### config.mk
export PLATFORM = sky130hd
export DESIGN_NAME = thumb_load_store_unit
export DESIGN_NICKNAME = d
export VERILOG_FILES = /design/src/design/tlsu_pkg.sv /design/src/design/tlsu_regfile.sv /design/src/design/thumb_load_store_unit.sv
export SDC_FILE = /design/constraint.sdc
export NUM_CORES = 1
export LEC_CHECK = 0
export CAP_MARGIN = 10
export CORE_MARGIN = 8
export CORE_UTILIZATION = 60
export DETAILED_ROUTE_END_ITERATION = 6
export DONT_BUFFER_PORTS = 1
export PLACE_DENSITY = 0.86
export SETUP_SLACK_MARGIN = 0.05
export SYNTH_ARGS = -nofsm -noshare
export SYNTH_HDL_FRONTEND = slang
export SYNTH_SLANG_ARGS = --single-unit
### constraint.sdc
create_clock -name clk -period 5.6 [get_ports clk]
set_input_delay 0 -clock clk [delete_from_list [all_inputs] [get_ports clk]]
set_output_delay 0 -clock clk [all_outputs]
set_load 0.1 [all_outputs]
### src/design/tlsu_pkg.sv
// tlsu_pkg: shared types, codes and helpers of the thumb load/store unit
package tlsu_pkg;

	// register list width of LDMIA/STMIA, fixed by the encoding
	localparam int NUM_LIST_REGS = 8;

	// commands
	localparam logic [1:0] CMD_EXEC = 2'd0;
	localparam logic [1:0] CMD_LOAD = 2'd1;
	localparam logic [1:0] CMD_SET  = 2'd2;
	localparam logic [1:0] CMD_READ = 2'd3;

	// result kinds
	localparam logic [1:0] KIND_READ  = 2'd0;
	localparam logic [1:0] KIND_WRITE = 2'd1;
	localparam logic [1:0] KIND_REG   = 2'd2;
	localparam logic [1:0] KIND_FAULT = 2'd3;

	// thumb major opcodes, instruction bits 15:11
	localparam logic [4:0] OP_LDR_PC  = 5'h09;
	localparam logic [4:0] OP_STR_IMM = 5'h0C;
	localparam logic [4:0] OP_LDR_IMM = 5'h0D;
	localparam logic [4:0] OP_STRH    = 5'h10;
	localparam logic [4:0] OP_STMIA   = 5'h18;
	localparam logic [4:0] OP_LDMIA   = 5'h19;

	typedef struct packed {
		logic [1:0]  cmd;
		logic [15:0] instruction;
		logic [31:0] pc;
		logic [2:0]  reg_index;
		logic [31:0] data;
	} req_t;

	typedef struct packed {
		logic [1:0]  kind;
		logic [31:0] address;
		logic [31:0] value;
		logic        is_word;
		logic        last;
	} rsp_t;

	typedef enum logic [1:0] {
		ST_IDLE,
		ST_EXEC,
		ST_MULTI,
		ST_WB
	} state_t;

	// index of the lowest set bit of a register list
	function automatic logic [2:0] lowest_idx(input logic [NUM_LIST_REGS-1:0] list);
		logic [2:0] idx;
		idx = '0;
		for (int i = NUM_LIST_REGS - 1; i >= 0; i--) begin
			if (list[i]) begin
				idx = 3'(i);
			end
		end
		return idx;
	endfunction

	// number of registers in a list
	function automatic logic [3:0] list_count(input logic [NUM_LIST_REGS-1:0] list);
		logic [3:0] cnt;
		cnt = '0;
		for (int i = 0; i < NUM_LIST_REGS; i++) begin
			cnt = cnt + {3'b000, list[i]};
		end
		return cnt;
	endfunction

endpackage

### src/design/tlsu_regfile.sv
// tlsu_regfile: eight low registers, one write port, two registered read ports
module tlsu_regfile (
	input  logic        clk,
	input  logic        arst_n,
	input  logic        we,
	input  logic [2:0]  waddr,
	input  logic [31:0] wdata,
	input  logic [2:0]  ra_addr,
	input  logic [2:0]  rb_addr,
	output logic [31:0] ra_data,
	output logic [31:0] rb_data
);
	import tlsu_pkg::*;

	logic [31:0] mem [8];
	logic [7:0]  vld_q;
	logic [31:0] ra_q;
	logic [31:0] rb_q;
	logic        ra_vld_q;
	logic        rb_vld_q;

	// storage and read data
	always_ff @(posedge clk) begin
		if (we) begin
			mem[waddr] <= wdata;
		end
		ra_q <= mem[ra_addr];
		rb_q <= mem[rb_addr];
	end

	// written flags, an unwritten register reads as zero
	always_ff @(posedge clk or negedge arst_n) begin
		if (!arst_n) begin
			vld_q    <= '0;
			ra_vld_q <= 1'b0;
			rb_vld_q <= 1'b0;
		end else begin
			if (we) begin
				vld_q[waddr] <= 1'b1;
			end
			ra_vld_q <= vld_q[ra_addr];
			rb_vld_q <= vld_q[rb_addr];
		end
	end

	assign ra_data = ra_vld_q ? ra_q : '0;
	assign rb_data = rb_vld_q ? rb_q : '0;

endmodule

### src/design/thumb_load_store_unit.sv
// thumb_load_store_unit: thumb LDR/STR/STRH/LDMIA/STMIA sequencer over the low registers
//
// Usage:
//   An input transaction (req) is taken at a clock edge with start high and busy low.
//   Commands: execute an instruction, return load data, set a register, read a register.
//   Results appear on rsp for one cycle each, flagged by rsp_valid; last marks the
//   final result of a transaction. The receiver cannot stall; results are never held.
// Sequence:
//   set register, load data, PC-relative LDR and any fault: handled in idle, result (if any)
//   in the cycle after acceptance.
//   read register, LDR/STR/STRH immediate: pass through EXEC for the registered file read.
//   LDMIA/STMIA with n listed registers: EXEC, then n requests, one per cycle while the
//   list is walked through read port B of the register file.
//   load data that completes an LDMIA with base writeback: then WB for the writeback write.
// Reset:
//   arst_n clears all registers to zero (via written flags), the pending load mask and
//   the writeback, and returns the sequencer to idle. No clearing pass is needed.
// Loads leave their registers pending; returned words fill them in ascending order and
// an execute transaction while any are pending gets a fault.
module thumb_load_store_unit (
	input  logic           clk,
	input  logic           arst_n,
	input  logic           start,
	output logic           busy,
	input  tlsu_pkg::req_t req,
	output logic           rsp_valid,
	output tlsu_pkg::rsp_t rsp
);
	import tlsu_pkg::*;

	state_t      state_q, state_d;
	req_t        req_q, req_d;
	logic [7:0]  mask_q, mask_d;
	logic        wbp_q, wbp_d;
	logic [2:0]  wbreg_q, wbreg_d;
	logic [31:0] wbval_q, wbval_d;
	logic [7:0]  list_q, list_d;
	logic [31:0] addr_q, addr_d;
	rsp_t        rsp_q, rsp_d;
	logic        rsp_valid_q, rsp_valid_d;

	logic        we;
	logic [2:0]  waddr;
	logic [31:0] wdata;
	logic [2:0]  ra_addr;
	logic [2:0]  rb_addr;
	logic [31:0] rd_a;
	logic [31:0] rd_b;

	logic [4:0]  in_op;
	logic [4:0]  op_q;
	logic [7:0]  list_rest;
	logic [31:0] sum;
	logic [7:0]  mask_left;

	tlsu_regfile u_regfile (
		.clk     (clk),
		.arst_n  (arst_n),
		.we      (we),
		.waddr   (waddr),
		.wdata   (wdata),
		.ra_addr (ra_addr),
		.rb_addr (rb_addr),
		.ra_data (rd_a),
		.rb_data (rd_b)
	);

	assign in_op     = req.instruction[15:11];
	assign op_q      = req_q.instruction[15:11];
	assign list_rest = list_q & (list_q - 8'd1);
	assign mask_left = mask_q & (mask_q - 8'd1);

	// state and control registers
	always_ff @(posedge clk or negedge arst_n) begin
		if (!arst_n) begin
			state_q     <= ST_IDLE;
			mask_q      <= '0;
			wbp_q       <= 1'b0;
			wbreg_q     <= '0;
			wbval_q     <= '0;
			rsp_valid_q <= 1'b0;
		end else begin
			state_q     <= state_d;
			mask_q      <= mask_d;
			wbp_q       <= wbp_d;
			wbreg_q     <= wbreg_d;
			wbval_q     <= wbval_d;
			rsp_valid_q <= rsp_valid_d;
		end
	end

	// transaction payload, list walker and result register
	always_ff @(posedge clk) begin
		req_q  <= req_d;
		list_q <= list_d;
		addr_q <= addr_d;
		rsp_q  <= rsp_d;
	end

	// sequencer: next state, register file access and results
	always_comb begin
		state_d     = state_q;
		req_d       = req_q;
		mask_d      = mask_q;
		wbp_d       = wbp_q;
		wbreg_d     = wbreg_q;
		wbval_d     = wbval_q;
		list_d      = list_q;
		addr_d      = addr_q;
		rsp_d       = '0;
		rsp_valid_d = 1'b0;
		we          = 1'b0;
		waddr       = '0;
		wdata       = '0;
		ra_addr     = '0;
		rb_addr     = '0;
		sum         = '0;

		case (state_q)
			ST_IDLE: begin
				// address the register file from the incoming transaction
				if (req.cmd == CMD_READ) begin
					ra_addr = req.reg_index;
				end else if (in_op == OP_STMIA || in_op == OP_LDMIA) begin
					ra_addr = req.instruction[10:8];
				end else begin
					ra_addr = req.instruction[5:3];
				end
				rb_addr = req.instruction[2:0];
				if (start) begin
					req_d = req;
					case (req.cmd)
						CMD_SET: begin
							we    = 1'b1;
							waddr = req.reg_index;
							wdata = req.data;
						end
						CMD_LOAD: begin
							if (mask_q == '0) begin
								rsp_d.kind  = KIND_FAULT;
								rsp_d.last  = 1'b1;
								rsp_valid_d = 1'b1;
							end else begin
								// fill the lowest pending register
								we     = 1'b1;
								waddr  = lowest_idx(mask_q);
								wdata  = req.data;
								mask_d = mask_left;
								if (mask_left == '0 && wbp_q) begin
									state_d = ST_WB;
								end
							end
						end
						CMD_READ: begin
							state_d = ST_EXEC;
						end
						default: begin
							if (mask_q != '0) begin
								rsp_d.kind  = KIND_FAULT;
								rsp_d.last  = 1'b1;
								rsp_valid_d = 1'b1;
							end else begin
								case (in_op)
									OP_LDR_PC: begin
										rsp_d.kind    = KIND_READ;
										rsp_d.address = {req.pc[31:2], 2'b00}
											+ {22'd0, req.instruction[7:0], 2'b00};
										rsp_d.is_word = 1'b1;
										rsp_d.last    = 1'b1;
										rsp_valid_d   = 1'b1;
										mask_d        = 8'd1 << req.instruction[10:8];
										wbp_d         = 1'b0;
									end
									OP_LDR_IMM, OP_STR_IMM, OP_STRH: begin
										state_d = ST_EXEC;
									end
									OP_STMIA, OP_LDMIA: begin
										if (req.instruction[7:0] == '0) begin
											rsp_d.kind  = KIND_FAULT;
											rsp_d.last  = 1'b1;
											rsp_valid_d = 1'b1;
										end else begin
											state_d = ST_EXEC;
										end
									end
									default: begin
										rsp_d.kind  = KIND_FAULT;
										rsp_d.last  = 1'b1;
										rsp_valid_d = 1'b1;
									end
								endcase
							end
						end
					endcase
				end
			end

			ST_EXEC: begin
				// register file data for the latched transaction is valid here
				state_d = ST_IDLE;
				if (req_q.cmd == CMD_READ) begin
					rsp_d.kind  = KIND_REG;
					rsp_d.value = rd_a;
					rsp_d.last  = 1'b1;
					rsp_valid_d = 1'b1;
				end else begin
					case (op_q)
						OP_LDR_IMM: begin
							sum           = rd_a + {25'd0, req_q.instruction[10:6], 2'b00};
							rsp_d.kind    = KIND_READ;
							rsp_d.address = {sum[31:2], 2'b00};
							rsp_d.is_word = 1'b1;
							rsp_d.last    = 1'b1;
							rsp_valid_d   = 1'b1;
							mask_d        = 8'd1 << req_q.instruction[2:0];
							wbp_d         = 1'b0;
						end
						OP_STR_IMM: begin
							sum           = rd_a + {25'd0, req_q.instruction[10:6], 2'b00};
							rsp_d.kind    = KIND_WRITE;
							rsp_d.address = {sum[31:2], 2'b00};
							rsp_d.value   = rd_b;
							rsp_d.is_word = 1'b1;
							rsp_d.last    = 1'b1;
							rsp_valid_d   = 1'b1;
						end
						OP_STRH: begin
							sum           = rd_a + {26'd0, req_q.instruction[10:6], 1'b0};
							rsp_d.kind    = KIND_WRITE;
							rsp_d.address = {sum[31:1], 1'b0};
							rsp_d.value   = {16'd0, rd_b[15:0]};
							rsp_d.last    = 1'b1;
							rsp_valid_d   = 1'b1;
						end
						default: begin
							// start the list walk, fetch the first listed register
							addr_d  = rd_a;
							list_d  = req_q.instruction[7:0];
							wbreg_d = req_q.instruction[10:8];
							wbval_d = rd_a
								+ {26'd0, list_count(req_q.instruction[7:0]), 2'b00};
							rb_addr = lowest_idx(req_q.instruction[7:0]);
							state_d = ST_MULTI;
						end
					endcase
				end
			end

			ST_MULTI: begin
				// one request per listed register, next register fetched alongside
				rsp_d.kind    = (op_q == OP_STMIA) ? KIND_WRITE : KIND_READ;
				rsp_d.address = {addr_q[31:2], 2'b00};
				rsp_d.value   = (op_q == OP_STMIA) ? rd_b : '0;
				rsp_d.is_word = 1'b1;
				rsp_d.last    = (list_rest == '0);
				rsp_valid_d   = 1'b1;
				addr_d        = addr_q + 32'd4;
				list_d        = list_rest;
				rb_addr       = lowest_idx(list_rest);
				if (list_rest == '0) begin
					state_d = ST_IDLE;
					if (op_q == OP_STMIA) begin
						we    = 1'b1;
						waddr = wbreg_q;
						wdata = wbval_q;
					end else begin
						mask_d = req_q.instruction[7:0];
						wbp_d  = 1'b1;
					end
				end
			end

			ST_WB: begin
				// base writeback after the last returned word
				we      = 1'b1;
				waddr   = wbreg_q;
				wdata   = wbval_q;
				wbp_d   = 1'b0;
				state_d = ST_IDLE;
			end

			default: begin
				state_d = ST_IDLE;
			end
		endcase
	end

	assign busy      = (state_q != ST_IDLE);
	assign rsp_valid = rsp_valid_q;
	assign rsp       = rsp_q;

	// a drained load mask with writeback outstanding only exists in the writeback cycle
	a_wb_only_in_wb_state: assert property (@(posedge clk) disable iff (!arst_n)
		(wbp_q && mask_q == '0) |-> (state_q == ST_WB))
		else $error("writeback pending outside writeback state");

	// every list walk cycle produces a request
	a_multi_emits: assert property (@(posedge clk) disable iff (!arst_n)
		(state_q == ST_MULTI) |=> (rsp_valid && rsp.kind != KIND_FAULT
			&& rsp.kind != KIND_REG))
		else $error("list walk cycle without a memory request");

	// execute while loads are pending gives a fault next cycle
	a_pending_fault: assert property (@(posedge clk) disable iff (!arst_n)
		(start && !busy && req.cmd == CMD_EXEC && mask_q != '0)
			|=> (rsp_valid && rsp.kind == KIND_FAULT && rsp.last && !busy))
		else $error("execute with pending loads did not fault");

endmodule
==> impl_metrics.tcl <==
set metrics [dict create \
    outcome "complete, but fails checks" \
    failed_checks "DRC" \
    synth-edff-count 312 \
    tritoncts "built" \
    n_fill_cell 3093 \
    fin_skew_ns 0.0274 \
    slew_violations 0 \
    die_y_um 226 \
    cts_resized 0 \
    ant_nets 0 \
    clkLatencyLatePin_ns 0.63 \
    overflow 0 \
    globalplace.congestion 0.984 \
    dieArea_mm2 0.0510 \
    wl_per_cell_um 26.9 \
    ys_ff_latch 500 \
    fin_crit_sh_pct 87.8 \
    via_per_inst 7.10 \
    final_layout_size_suffix_gt1_share_pct 7.53 \
    layout_commonest_cell "nand2_1" \
    ys.flop_type "edfxtp_1" \
    grt_pass1_vias 22519 \
    synth_nets 2846 \
    nets 2830 \
    multi_input_area_mm2 0.0120 \
    r2r-start "req_q[68]" \
    vias 23689 \
    cts_root_buf "clkbuf_16" \
    p_leak_nw 10.8 \
    ys_types 88 \
    clockBufferDepth 3 \
    critPathLaunchType "register" \
    synth-async-reset-ratio_pct 11.4 \
    max_freq_mhz 203 \
    start_util_pct 60.3 \
    synthCells 2710 \
    coreArea_mm2 0.0438 \
    drc 17 \
    antenna_found_initial 7 \
    seq_area_frac_synth_pct 50.7 \
    routed_wl_um 89700 \
    relSlewSlack_pct 21.0 \
    endpoint_kind "register" \
    peakVddDrop_uv 465 \
    io_buffers 0 \
    mostFrequentLayoutCells "442 x nand2_1, 312 x edfxtp_1, 136 x nor2_1" \
    cp.required_ns 6.03 \
    cts_made_buffers 51 \
    avgSynthCellArea_um2 9.76 \
    critPathArrivalTime_ns 5.34 \
    crit_type "reg -> reg" \
    min_period_ns 4.92 \
    track_usage_pct 34.0 \
    pwr_density_cell_mw_per_mm2 598 \
    syn_to_final_growth_pct 11.8 \
    cp_max_fo 6 \
    worstRegToRegCells 17 \
    netlist_area_mm2 0.0264 \
    ioPinCount 158 \
    yosys_warnings 0 \
    place_area_mm2 0.0268 \
    post-cts-setup-buffers 0 \
    drt_iter0_drc 4164 \
    dp_hpwl_um 56400 \
    drv_cap 0 \
    setup_tns_ns 0 \
    clk_pin_slew_ns 0.07 \
    drt-pass1-iter-count 7 \
    seq_area_mm2 0.0134 \
    clock_sinks 500 \
    fin_area_mm2 0.0296 \
    startpoint "req_q[68]" \
    grt_first_pass_wirelength_um 134000 \
    worst_slew_pin_slew_ns 1.18 \
    grt_setup_unrepaired "false" \
    die_w_um 226 \
    htree_levels 2 \
    min_path_type "in -> async" \
    hold_viol 0 \
    finalSetupViolCount 0 \
    rows 77 \
    cts_hold_buf 87 \
    grt_max_degree 89 \
]
-- worst paths after layout --
check                                endpoint  slack [ns]
hold reg to reg            u_regfile.vld_q[6]        0.47
max in group asynchronous         wbval_q[22]        5.25
setup reg to reg                  wbval_q[18]        0.68
min in group clk                      op_q[1]        0.04
hold / removal                      rsp_valid        0.04
setup / recovery                  wbval_q[18]        0.68
-- sequential cells by signal, indices dropped and copies added, names as in the netlist, 2 cells and up --
signal           cells
addr_q              30
list_q               8
mask_q               8
op_q                 5
req_q               13
rsp                 67
state_q              2
u_regfile.mem      256
u_regfile.ra_q      32
u_regfile.rb_q      32
u_regfile.vld_q      8
wbreg_q              3
wbval_q             32
-- layout make-up --
type / instances / share of cell area (%)
diodes: 8 / 0.0677
multi-input cells: 1936 / 40.7
clock buffers: 68 / 4.85
well taps: 592 / 2.50
repair buffers: 136 / 4.36
inverters: 69 / 0.876
flip-flops and latches: 500 / 45.4
clock inverters: 28 / 1.30
-- cells in the mapped netlist, types with 34 or more instances --
master	instances	area share, %
nand2_1	444	6.3
edfxtp_1	312	35
clkbuf_1	154	2.2
nor2_1	139	2.0
dfxtp_1	131	9.9
and3_1	112	2.6
o21ai_0	112	2.1
nand3_1	104	2.0
a21oi_1	99	1.9
a22oi_1	71	2.0
inv_1	69	0.98
a211oi_1	62	1.8
dfrtp_1	57	5.4
nor3_1	55	1.0
o31ai_1	53	1.5
nor2b_1	46	1.1
xor2_1	46	1.5
ha_1	40	1.9
xnor2_1	39	1.3
a31o_2	37	1.2
o211ai_1	37	1.1
a311oi_1	36	1.2
o22ai_1	34	0.80
-- metal layers --
layer / GRT usage (%) / routed length, um / vias to the layer above
li1: - / - / 10061
met1: 44.3 / 31800 / 11082
met2: 53.4 / 40200 / 2131
met3: 8.10 / 13200 / 415
met4: 16.0 / 4520 / 0
met5: 0 / 0 / -
-- stage by stage --
step | setup slack, ns | total power, mW | util (%) | std cells | hold slack [ns]
2_1_floorplan | 1.34 | 11.4 | - | 2710 | -0.296
6_report | 0.681 | 17.7 | 67.5 | 3337 | 0.0413
5_1_grt | 0.491 | 18.3 | 67.4 | 3335 | 0.0333
4_1_cts | 0.697 | 17.3 | 67.4 | 3327 | 0.000319
3_5_place_dp | 0.766 | 13.5 | 61.2 | 3144 | -0.294
3_3_place_gp | 0.861 | 13.3 | 61.2 | 3144 | -0.293
-- cell families after synthesis --
group                    count (synthesis)  synth area share (%)
AND/OR/NAND/NOR                       1037                  18.8
AO/OA/AOI/OAI                          735                  19.8
flip-flops                             500                  50.7
buffers and inverters                  274                  4.15
XOR/XNOR                                85                  2.82
adder cells (fa/ha/maj)                 50                  2.57
multiplexers                            28                  1.08
other                                    1                0.0142
-- power breakdown --
group | total, mW | switching (mW) | internal (mW)
Combinational | 7.46 | 4.95 | 2.51
Clock | 3.66 | 1.51 | 2.15
Sequential | 6.56 | 1.64 | 4.92
-- critical path, stage by stage, from the launching register on --
cell	delay [ns]
edfxtp_1	0.44
inv_1	0.20
fa_1	0.47
fa_1	0.54
fa_1	0.43
inv_1	0.07
ha_1	0.16
inv_1	0.06
fa_1	0.48
inv_1	0.07
fa_1	0.45
a21o_1	0.18
a21oi_1	0.35
nand2b_1	0.30
nor3_1	0.13
nand4_1	0.12
xnor2_1	0.13
o21ai_0	0.12
(Power assumes the default switching activity.)
